$ cat src/rtl/rdte_pkg.sv
// Shared widths, constants, types and helper functions for the RTC date to epoch core.
package rdte_pkg;

    localparam int ByteW   = 8;
    localparam int YearW   = 17;
    localparam int SYearW  = 18;
    localparam int TodW    = 20;
    localparam int DaysW   = 28;
    localparam int SecW    = 48;
    localparam int EpochW  = 64;
    localparam int ZoneW   = 17;
    localparam int CfgIdxW = 2;
    localparam int CfgDataW = 17;
    localparam int QuotW   = 11;

    localparam logic [CfgIdxW-1:0] CfgBcdFormat   = 2'd0;
    localparam logic [CfgIdxW-1:0] CfgUtcOnly     = 2'd1;
    localparam logic [CfgIdxW-1:0] CfgDstInEffect = 2'd2;
    localparam logic [CfgIdxW-1:0] CfgZoneOffset  = 2'd3;

    // x / 100 = (x * Recip100) >> Recip100Shift, exact for x below 199728
    localparam int Recip100      = 167773;
    localparam int Recip100W     = 18;
    localparam int Recip100Shift = 24;
    // m / 12 = (m * Recip12) >> Recip12Shift, exact for m below 512
    localparam int Recip12      = 171;
    localparam int Recip12Shift = 11;

    localparam int EpochYear   = 1970;
    localparam int LeapBase4   = 1968;
    localparam int LeapBase100 = 1900;
    localparam int LeapBase400 = 1600;
    localparam int DaysPerYear = 365;
    localparam int SecPerDay   = 86400;
    localparam int SecPerHour  = 3600;
    localparam int SecPerMin   = 60;

    typedef struct packed {
        logic                    bcd_format;
        logic                    utc_only;
        logic                    dst_in_effect;
        logic signed [ZoneW-1:0] zone_offset;
    } t_cfg;

    function automatic logic [ByteW-1:0] from_bcd(input logic [ByteW-1:0] b);
        logic [ByteW-1:0] tens;
        tens = {4'b0, b[7:4]};
        return (tens << 3) + (tens << 1) + {4'b0, b[3:0]};
    endfunction

    function automatic logic [8:0] days_before_month(input logic [3:0] m);
        logic [8:0] d;
        unique case (m)
            4'd0:    d = 9'd0;
            4'd1:    d = 9'd31;
            4'd2:    d = 9'd59;
            4'd3:    d = 9'd90;
            4'd4:    d = 9'd120;
            4'd5:    d = 9'd151;
            4'd6:    d = 9'd181;
            4'd7:    d = 9'd212;
            4'd8:    d = 9'd243;
            4'd9:    d = 9'd273;
            4'd10:   d = 9'd304;
            4'd11:   d = 9'd334;
            default: d = 9'd0;
        endcase
        return d;
    endfunction

endpackage

$ cat src/rtl/rdte_decode.sv
// Byte decode and month normalization stages: yields year offsets, day of year part and time of day.
module rdte_decode (
    input  logic                        i_clk,
    input  logic                        i_rst_n,
    input  logic                        i_bcd_format,
    input  logic                        i_valid,
    output logic                        o_ready,
    input  logic [rdte_pkg::ByteW-1:0]  i_year_first,
    input  logic [rdte_pkg::ByteW-1:0]  i_year_second,
    input  logic [rdte_pkg::ByteW-1:0]  i_month_raw,
    input  logic [rdte_pkg::ByteW-1:0]  i_day_raw,
    input  logic [rdte_pkg::ByteW-1:0]  i_hour_raw,
    input  logic [rdte_pkg::ByteW-1:0]  i_minute_raw,
    input  logic [rdte_pkg::ByteW-1:0]  i_second_raw,
    output logic                        o_valid,
    input  logic                        i_ready,
    output logic [rdte_pkg::SYearW-1:0] o_year_off,
    output logic [rdte_pkg::SYearW-1:0] o_a4,
    output logic [rdte_pkg::SYearW-1:0] o_a100,
    output logic [rdte_pkg::SYearW-1:0] o_a400,
    output logic [8:0]                  o_dbm,
    output logic [rdte_pkg::ByteW-1:0]  o_day,
    output logic [rdte_pkg::TodW-1:0]   o_tod
);
    import rdte_pkg::*;

    logic               r1_valid;
    logic [YearW-1:0]   r1_year;
    logic [ByteW-1:0]   r1_month;
    logic [ByteW-1:0]   r1_day;
    logic [ByteW-1:0]   r1_hour;
    logic [ByteW-1:0]   r1_min;
    logic [ByteW-1:0]   r1_sec;
    logic               r2_valid;
    logic [SYearW-1:0]  r2_year_off;
    logic [SYearW-1:0]  r2_a4;
    logic [SYearW-1:0]  r2_a100;
    logic [SYearW-1:0]  r2_a400;
    logic [8:0]         r2_dbm;
    logic [ByteW-1:0]   r2_day;
    logic [TodW-1:0]    r2_tod;

    logic               ready1;
    logic               ready2;
    logic [ByteW-1:0]   f0, f1, f2, f3, f4, f5, f6;
    logic [YearW-1:0]   n1_year;
    logic [15:0]        qprod;
    logic [4:0]         q12;
    logic [3:0]         rem12;
    logic [SYearW-1:0]  year2;
    logic [SYearW-1:0]  yadj;
    logic [TodW-1:0]    n2_tod;

    assign ready2  = !r2_valid || i_ready;
    assign ready1  = !r1_valid || ready2;
    assign o_ready = ready1;

    always_comb begin
        f0 = i_bcd_format ? from_bcd(i_year_first)  : i_year_first;
        f1 = i_bcd_format ? from_bcd(i_year_second) : i_year_second;
        f2 = i_bcd_format ? from_bcd(i_month_raw)   : i_month_raw;
        f3 = i_bcd_format ? from_bcd(i_day_raw)     : i_day_raw;
        f4 = i_bcd_format ? from_bcd(i_hour_raw)    : i_hour_raw;
        f5 = i_bcd_format ? from_bcd(i_minute_raw)  : i_minute_raw;
        f6 = i_bcd_format ? from_bcd(i_second_raw)  : i_second_raw;
        if (i_bcd_format) begin
            n1_year = YearW'(f0) * YearW'(100) + YearW'(f1);
        end else begin
            n1_year = {1'b0, f1, f0};
        end
    end

    always_comb begin
        qprod  = 16'(r1_month) * 16'(Recip12);
        q12    = qprod[15:Recip12Shift];
        rem12  = 4'(r1_month - ByteW'(q12) * ByteW'(12));
        year2  = {1'b0, r1_year} + SYearW'(q12);
        yadj   = (rem12 <= 4'd1) ? year2 - SYearW'(1) : year2;
        n2_tod = TodW'(r1_hour) * TodW'(SecPerHour) + TodW'(r1_min) * TodW'(SecPerMin)
               + TodW'(r1_sec);
    end

    always_ff @(posedge i_clk) begin
        if (!i_rst_n) begin
            r1_valid <= 1'b0;
            r2_valid <= 1'b0;
        end else begin
            if (ready1) r1_valid <= i_valid;
            if (ready2) r2_valid <= r1_valid;
        end
    end

    always_ff @(posedge i_clk) begin
        if (ready1 && i_valid) begin
            r1_year  <= n1_year;
            r1_month <= f2;
            r1_day   <= f3;
            r1_hour  <= f4;
            r1_min   <= f5;
            r1_sec   <= f6;
        end
        if (ready2 && r1_valid) begin
            r2_year_off <= year2 - SYearW'(EpochYear);
            r2_a4       <= yadj - SYearW'(LeapBase4);
            r2_a100     <= yadj - SYearW'(LeapBase100);
            r2_a400     <= yadj - SYearW'(LeapBase400);
            r2_dbm      <= days_before_month(rem12);
            r2_day      <= r1_day;
            r2_tod      <= n2_tod;
        end
    end

    assign o_valid    = r2_valid;
    assign o_year_off = r2_year_off;
    assign o_a4       = r2_a4;
    assign o_a100     = r2_a100;
    assign o_a400     = r2_a400;
    assign o_dbm      = r2_dbm;
    assign o_day      = r2_day;
    assign o_tod      = r2_tod;

endmodule

$ cat src/rtl/rdte_days.sv
// Day count stages: year days, truncating leap corrections by reciprocal multiply, final sum.
module rdte_days (
    input  logic                        i_clk,
    input  logic                        i_rst_n,
    input  logic                        i_valid,
    output logic                        o_ready,
    input  logic [rdte_pkg::SYearW-1:0] i_year_off,
    input  logic [rdte_pkg::SYearW-1:0] i_a4,
    input  logic [rdte_pkg::SYearW-1:0] i_a100,
    input  logic [rdte_pkg::SYearW-1:0] i_a400,
    input  logic [8:0]                  i_dbm,
    input  logic [rdte_pkg::ByteW-1:0]  i_day,
    input  logic [rdte_pkg::TodW-1:0]   i_tod,
    output logic                        o_valid,
    input  logic                        i_ready,
    output logic [rdte_pkg::DaysW-1:0]  o_days,
    output logic [rdte_pkg::TodW-1:0]   o_tod
);
    import rdte_pkg::*;

    localparam int ProdW = YearW + Recip100W;

    logic                r3_valid;
    logic [DaysW-1:0]    r3_days;
    logic [SYearW-1:0]   r3_d4;
    logic                r3_s100;
    logic                r3_s400;
    logic [YearW-1:0]    r3_m100;
    logic [YearW-1:0]    r3_m400;
    logic [TodW-1:0]     r3_tod;
    logic                r4_valid;
    logic [DaysW-1:0]    r4_days;
    logic [SYearW-1:0]   r4_d4;
    logic                r4_s100;
    logic                r4_s400;
    logic [QuotW-1:0]    r4_q100;
    logic [QuotW-1:0]    r4_q400;
    logic [TodW-1:0]     r4_tod;
    logic                r5_valid;
    logic [DaysW-1:0]    r5_days;
    logic [TodW-1:0]     r5_tod;

    logic                ready3, ready4, ready5;
    logic [DaysW-1:0]    n3_days;
    logic [SYearW-1:0]   mag4, mag100, mag400, sh4, n3_d4;
    logic [ProdW-1:0]    p100, p400;
    logic [DaysW-1:0]    t4, t100, t400;

    assign ready5  = !r5_valid || i_ready;
    assign ready4  = !r4_valid || ready5;
    assign ready3  = !r3_valid || ready4;
    assign o_ready = ready3;

    always_comb begin
        n3_days = DaysW'($signed(i_year_off)) * DaysW'(DaysPerYear) + DaysW'(i_dbm)
                + DaysW'(i_day) - DaysW'(1);
        mag4    = i_a4[SYearW-1]   ? SYearW'(0) - i_a4   : i_a4;
        mag100  = i_a100[SYearW-1] ? SYearW'(0) - i_a100 : i_a100;
        mag400  = i_a400[SYearW-1] ? SYearW'(0) - i_a400 : i_a400;
        sh4     = mag4 >> 2;
        n3_d4   = i_a4[SYearW-1] ? SYearW'(0) - sh4 : sh4;
    end

    always_comb begin
        p100 = ProdW'(r3_m100) * ProdW'(Recip100);
        p400 = ProdW'(r3_m400 >> 2) * ProdW'(Recip100);
    end

    always_comb begin
        t4   = DaysW'($signed(r4_d4));
        t100 = r4_s100 ? DaysW'(0) - DaysW'(r4_q100) : DaysW'(r4_q100);
        t400 = r4_s400 ? DaysW'(0) - DaysW'(r4_q400) : DaysW'(r4_q400);
    end

    always_ff @(posedge i_clk) begin
        if (!i_rst_n) begin
            r3_valid <= 1'b0;
            r4_valid <= 1'b0;
            r5_valid <= 1'b0;
        end else begin
            if (ready3) r3_valid <= i_valid;
            if (ready4) r4_valid <= r3_valid;
            if (ready5) r5_valid <= r4_valid;
        end
    end

    always_ff @(posedge i_clk) begin
        if (ready3 && i_valid) begin
            r3_days <= n3_days;
            r3_d4   <= n3_d4;
            r3_s100 <= i_a100[SYearW-1];
            r3_s400 <= i_a400[SYearW-1];
            r3_m100 <= mag100[YearW-1:0];
            r3_m400 <= mag400[YearW-1:0];
            r3_tod  <= i_tod;
        end
        if (ready4 && r3_valid) begin
            r4_days <= r3_days;
            r4_d4   <= r3_d4;
            r4_s100 <= r3_s100;
            r4_s400 <= r3_s400;
            r4_q100 <= p100[Recip100Shift +: QuotW];
            r4_q400 <= p400[Recip100Shift +: QuotW];
            r4_tod  <= r3_tod;
        end
        if (ready5 && r4_valid) begin
            r5_days <= r4_days + t4 - t100 + t400;
            r5_tod  <= r4_tod;
        end
    end

    assign o_valid = r5_valid;
    assign o_days  = r5_days;
    assign o_tod   = r5_tod;

endmodule

$ cat src/rtl/rdte_secs.sv
// Seconds stages: days times seconds per day, then time of day, zone offset and DST correction.
module rdte_secs (
    input  logic                        i_clk,
    input  logic                        i_rst_n,
    input  rdte_pkg::t_cfg              i_cfg,
    input  logic                        i_valid,
    output logic                        o_ready,
    input  logic [rdte_pkg::DaysW-1:0]  i_days,
    input  logic [rdte_pkg::TodW-1:0]   i_tod,
    output logic                        o_valid,
    input  logic                        i_ready,
    output logic [rdte_pkg::EpochW-1:0] o_epoch_seconds
);
    import rdte_pkg::*;

    logic              r6_valid;
    logic [SecW-1:0]   r6_prod;
    logic [TodW-1:0]   r6_tod;
    logic              r7_valid;
    logic [EpochW-1:0] r7_secs;

    logic              ready6, ready7;
    logic [SecW-1:0]   n6_prod;
    logic [SecW-1:0]   n7_secs;
    logic [SecW-1:0]   dst_adj;

    assign ready7  = !r7_valid || i_ready;
    assign ready6  = !r6_valid || ready7;
    assign o_ready = ready6;

    always_comb begin
        n6_prod = SecW'($signed(i_days)) * SecW'(SecPerDay);
        dst_adj = (i_cfg.dst_in_effect && !i_cfg.utc_only) ? SecW'(SecPerHour) : SecW'(0);
        n7_secs = r6_prod + SecW'(r6_tod) + SecW'(i_cfg.zone_offset) - dst_adj;
    end

    always_ff @(posedge i_clk) begin
        if (!i_rst_n) begin
            r6_valid <= 1'b0;
            r7_valid <= 1'b0;
        end else begin
            if (ready6) r6_valid <= i_valid;
            if (ready7) r7_valid <= r6_valid;
        end
    end

    always_ff @(posedge i_clk) begin
        if (ready6 && i_valid) begin
            r6_prod <= n6_prod;
            r6_tod  <= i_tod;
        end
        if (ready7 && r6_valid) begin
            r7_secs <= EpochW'($signed(n7_secs));
        end
    end

    assign o_valid         = r7_valid;
    assign o_epoch_seconds = r7_secs;

endmodule

$ cat src/rtl/rtc_date_to_epoch_seconds_core.sv
// RTC date bytes to signed epoch seconds: 7-stage pipeline with configuration registers.
// Throughput: one transaction per cycle; each stage holds while its successor is full and stalled.
// The days by 86400 multiply and the reciprocal divides by 100 and 400 set the stage split.
// Reset (synchronous, active low) empties the pipeline and sets BCD format and UTC only,
// DST clear and zone offset zero. Configuration writes are accepted every cycle.
module rtc_date_to_epoch_seconds_core (
    input  logic                          i_clk,
    input  logic                          i_rst_n,
    input  logic                          i_cfg_valid,
    output logic                          o_cfg_ready,
    input  logic [rdte_pkg::CfgIdxW-1:0]  i_cfg_index,
    input  logic [rdte_pkg::CfgDataW-1:0] i_cfg_data,
    input  logic                          i_valid,
    output logic                          o_ready,
    input  logic [rdte_pkg::ByteW-1:0]    i_year_first,
    input  logic [rdte_pkg::ByteW-1:0]    i_year_second,
    input  logic [rdte_pkg::ByteW-1:0]    i_month_raw,
    input  logic [rdte_pkg::ByteW-1:0]    i_day_raw,
    input  logic [rdte_pkg::ByteW-1:0]    i_hour_raw,
    input  logic [rdte_pkg::ByteW-1:0]    i_minute_raw,
    input  logic [rdte_pkg::ByteW-1:0]    i_second_raw,
    output logic                          o_valid,
    input  logic                          i_ready,
    output logic [rdte_pkg::EpochW-1:0]   o_epoch_seconds
);
    import rdte_pkg::*;

    t_cfg              r_cfg;

    logic              dec_valid, dec_ready;
    logic [SYearW-1:0] dec_year_off, dec_a4, dec_a100, dec_a400;
    logic [8:0]        dec_dbm;
    logic [ByteW-1:0]  dec_day;
    logic [TodW-1:0]   dec_tod;
    logic              days_valid, days_ready;
    logic [DaysW-1:0]  days_days;
    logic [TodW-1:0]   days_tod;

    assign o_cfg_ready = 1'b1;

    always_ff @(posedge i_clk) begin
        if (!i_rst_n) begin
            r_cfg.bcd_format    <= 1'b1;
            r_cfg.utc_only      <= 1'b1;
            r_cfg.dst_in_effect <= 1'b0;
            r_cfg.zone_offset   <= '0;
        end else if (i_cfg_valid) begin
            unique case (i_cfg_index)
                CfgBcdFormat:   r_cfg.bcd_format    <= i_cfg_data[0];
                CfgUtcOnly:     r_cfg.utc_only      <= i_cfg_data[0];
                CfgDstInEffect: r_cfg.dst_in_effect <= i_cfg_data[0];
                CfgZoneOffset:  r_cfg.zone_offset   <= $signed(i_cfg_data[ZoneW-1:0]);
                default: ;
            endcase
        end
    end

    rdte_decode u_decode (
        .i_clk         (i_clk),
        .i_rst_n       (i_rst_n),
        .i_bcd_format  (r_cfg.bcd_format),
        .i_valid       (i_valid),
        .o_ready       (o_ready),
        .i_year_first  (i_year_first),
        .i_year_second (i_year_second),
        .i_month_raw   (i_month_raw),
        .i_day_raw     (i_day_raw),
        .i_hour_raw    (i_hour_raw),
        .i_minute_raw  (i_minute_raw),
        .i_second_raw  (i_second_raw),
        .o_valid       (dec_valid),
        .i_ready       (dec_ready),
        .o_year_off    (dec_year_off),
        .o_a4          (dec_a4),
        .o_a100        (dec_a100),
        .o_a400        (dec_a400),
        .o_dbm         (dec_dbm),
        .o_day         (dec_day),
        .o_tod         (dec_tod)
    );

    rdte_days u_days (
        .i_clk      (i_clk),
        .i_rst_n    (i_rst_n),
        .i_valid    (dec_valid),
        .o_ready    (dec_ready),
        .i_year_off (dec_year_off),
        .i_a4       (dec_a4),
        .i_a100     (dec_a100),
        .i_a400     (dec_a400),
        .i_dbm      (dec_dbm),
        .i_day      (dec_day),
        .i_tod      (dec_tod),
        .o_valid    (days_valid),
        .i_ready    (days_ready),
        .o_days     (days_days),
        .o_tod      (days_tod)
    );

    rdte_secs u_secs (
        .i_clk           (i_clk),
        .i_rst_n         (i_rst_n),
        .i_cfg           (r_cfg),
        .i_valid         (days_valid),
        .o_ready         (days_ready),
        .i_days          (days_days),
        .i_tod           (days_tod),
        .o_valid         (o_valid),
        .i_ready         (i_ready),
        .o_epoch_seconds (o_epoch_seconds)
    );

endmodule
$ cat config.mk
export PLATFORM = sky130hd
export DESIGN_NAME = rtc_date_to_epoch_seconds_core
export DESIGN_NICKNAME = d
export VERILOG_FILES = /design/src/rtl/rdte_pkg.sv /design/src/rtl/rdte_decode.sv /design/src/rtl/rdte_days.sv /design/src/rtl/rdte_secs.sv /design/src/rtl/rtc_date_to_epoch_seconds_core.sv
export SDC_FILE = /design/constraint.sdc
export NUM_CORES = 2
export LEC_CHECK = 0
export ABC_AREA = 1
export BUFFER_PORTS_ARGS = -buffer_cell sky130_fd_sc_hd__buf_2
export CAP_MARGIN = 20
export CORE_UTILIZATION = 40
export DETAILED_ROUTE_END_ITERATION = 7
export RECOVER_POWER = 100
export SYNTH_ARGS = -nofsm -noshare
export SYNTH_HDL_FRONTEND = slang
export SYNTH_SLANG_ARGS = --single-unit
$ cat constraint.sdc
create_clock -name i_clk -period 16.2 [get_ports i_clk]
set_input_delay 3.24 -clock i_clk [delete_from_list [all_inputs] [get_ports i_clk]]
set_output_delay 3.24 -clock i_clk [all_outputs]
set_load 0.005 [all_outputs]
==> run_results.csv <==
group,metric,value,unit
outcome,status,"complete, but fails checks",
outcome,violations,"capacitance limit, slew limit",
worst_setup_path,start_kind,"input port",
final_layout,area_growth,8.60,%
synth,synth_xor_area_share,5.31,%
drt,drc,0,
die,pin_count,147,
die,die_w,369,um
place,gp_congestion,0.897,
global_route,grt_pass1_vias,37200,
synth,synth.most_common_cell,"inv_1",
clock_network,root_buffer,"clkbuf_16",
final_layout,nets,7176,
worst_setup_path,worstSetupPathType,"input port to register",
synth,synth_common_cells,"1294 x inv_1, 867 x ha_1, 691 x nand2_1",
clock_network,ctsResizeCount,0,
global_route,gr-usage-met3,1.61,%
worst_setup_path,end_kind,"register",
timing,setup_viol,0,
synth,ys_seq_elements,527,
final_layout,drive_above_1_share,4.92,%
synth,synth_top_area_cell,"edfxtp_1",
drt,final_antenna_net_count,0,
synth,ys_types,55,
die,die_h,369,um
synth,synthMuxAreaShare,0,%
place,dpl.hpwl,98100,um
synth,synth_top_area_share,27.9,%
clock_network,clk_pin_slew,0.06,ns
synth,synth_nets,6998,
timing,fin_setup_tns,0,ns
worst_setup_path,critPathSlowestCell,"clkinvlp_2",
drt,avgViaCountPerCell,4.77,
synth,synth_top_family_by_area,"adder cells",
global_route,gr-total-overflow,0,
synth,ys_warn_count,0,
global_route,grt.total_usage,17.1,%
synth,synthAdderAreaFrac,38.8,%
clock_network,cts_hold_buf,0,
drt,firstDrtPassIters,6,
synth,async_flop_share,0,%
drt,wl,114000,um
die,initial_utilization,40.3,%
synth,synth-edff-count,500,
worst_setup_path,path_max_fanout,60,
die,dieArea,136000,sq um
clock_network,clock_latency,0.65,ns
clock_network,post_cts_buffers,0,
die,fp.coreArea,133000,sq um
flow_run,cap_violations,10,
synth,synth-simple-area-share,10.4,%
global_route,antenna_found_initial,4,
synth,synth_flop_cell,"edfxtp_1",
global_route,grt_max_degree,72,
drt,route.vias.total,36000,
timing,fin_skew,0.0263,ns
timing,rsz0062_at_grt,"false",
timing,slew_headroom,-134,%
worst_setup_path,required,16.12,ns
drt,wl_per_cell,15.1,um
synth,netlist_top_cells_area,"edfxtp_1 28%, ha_1 20%, fa_1 19%",
clock_network,h-tree-depth,2,
place,numPortBuffers,145,
synth,synth.avg_cell_area,9.69,sq um
synth,syn_area,53800,sq um
synth,synth-compound-area-share,6.96,%
clock_network,cts_tree,"yes",
timing,drv_slew,506,
worst_setup_path,arrival,8.12,ns
min_path,hold_class,"register to register",
clock_network,clkSinkCount,527,
timing,fin_crit_sh,50.6,%
clock_network,cts_buffers,58,
timing,hold_viol,0,
worst_setup_path,crit_chain,"buf_2, nor2_1, inv_1, nor2_1, inv_1, nor2_1, inv_1, nor2_1, inv_1, nor2_1, inv_1, nor2_1, inv_1, nand2_1, clkinvlp_2, clkbuf_1",
timing,tightest_slew,3.52,ns
drt,drt-initial-drc-count,1624,
global_route,use_met1,21.8,%
worst_setup_path,critPathMaxStageDelay,1.59,ns
clock_network,ctsLongestPathBuffers,3,
synth,seq_area_frac_synth,28.9,%
die,rows,134,
global_route,top_usage_layer,"met2",
global_route,grt_pass1_wl,188000,um
timing,fin_crit,8.20,ns
synth,synthCells,5550,
global_route,use_met2,30.2,%
timing,timing.fmax,122,MHz
metrics by stage:
step / setup slack [ns] / area, sq um / hold slack, ns / util, % / instances
floorplan: 7.79 / 53800 / 0.400 / - / 5550
CTS: 8.05 / 58500 / 0.415 / 43.9 / 7540
detailed placement: 8.06 / 56600 / 0.405 / 42.4 / 7433
finish: 8.00 / 58400 / 0.413 / 43.8 / 7544
global route: 7.33 / 58400 / 0.421 / 43.8 / 7543
global placement: 7.98 / 56600 / 0.402 / 42.4 / 7433
path summary, 6_finish.rpt:
path | slack [ns] | cells after the start | end | start
worst max-delay path | 8.00 | 16 | u_decode.o_year_off[10] | i_ready
worst min-delay path | 0.41 | 0 | u_days.o_tod[12] | u_days.r4_tod[12]
worst max register to register | 8.78 | 39 | u_decode.o_a4[14] | u_decode.r1_month[1]
worst min register to register | 0.41 | 0 | u_days.o_tod[12] | u_days.r4_tod[12]
critical path: cells and delay by family:
kind,cells,cell delay (ns)
AND/OR/NAND/NOR,7,1.03
buffers and inverters,9,3.74
flip-flops by register name, summed over array words and instances (netlist names), 28 cells and up:
signal	cells
u_days.o_days	28
u_days.r3_days	28
u_days.r4_days	28
u_secs.o_epoch_seconds	48
u_secs.r6_prod	39
cells by family after synthesis:
logic type / after synthesis
adder cells (fa/ha/maj): 1368
XOR/XNOR: 326
AO/OA/AOI/OAI: 671
AND/OR/NAND/NOR: 1305
flip-flops: 527
buffers and inverters: 1352
other: 1
cells in the final DEF (no fill, tap or decap), types with 6 or more instances in the layout:
master     synthesis  final
a211oi_1           7      8
a21boi_0           9      9
a21o_1            16     16
a21oi_1          323    324
a31oi_1           53     53
buf_2              2    112
bufinv_16          0      9
clkbuf_1          18     58
clkbuf_16          0     59
clkinv_1           0      9
clkinv_2           0      9
dfxtp_1           27     26
edfxtp_1         500    500
fa_1             501    501
ha_1             867    867
inv_1           1294   1291
inv_2             16     16
nand2_1          691    703
nand2_2           33     24
nand2_4            9      6
nand3_1          138    140
nand4_1           39     39
nor2_1           298    301
nor2_2            14      9
nor2_4             6      8
nor3_1            40     40
nor4_1            13     13
o21a_1            10     10
o21ai_0          181    187
o21bai_1          26     27
o221ai_1           8      8
o31ai_1           14     14
or2_2             11     11
xnor2_1          105    105
xor2_1           221    221
per-layer routing:
metal	up-vias	part of all wire [%]
li1	18200	-
met1	17100	46
met2	549	48
met3	168	3.1
met4	0	3.3
met5	-	0
area by class of cell:
| cell class | instances | area, sq um |
|---|---|---|
| clock buffer | 73 | 1530 |
| fill | 12800 | 75100 |
| antenna | 1 | 2.50 |
| timing repair buffer | 160 | 756 |
| sequential | 527 | 15600 |
| multi-input combinational | 3671 | 33000 |
| clock inverter | 34 | 433 |
| tap | 1768 | 2210 |
| inverter | 1310 | 4920 |
Power is left out: the tool's default activity adds up to more than one toggle a clock period on the data nets, which glitch-free logic cannot reach.
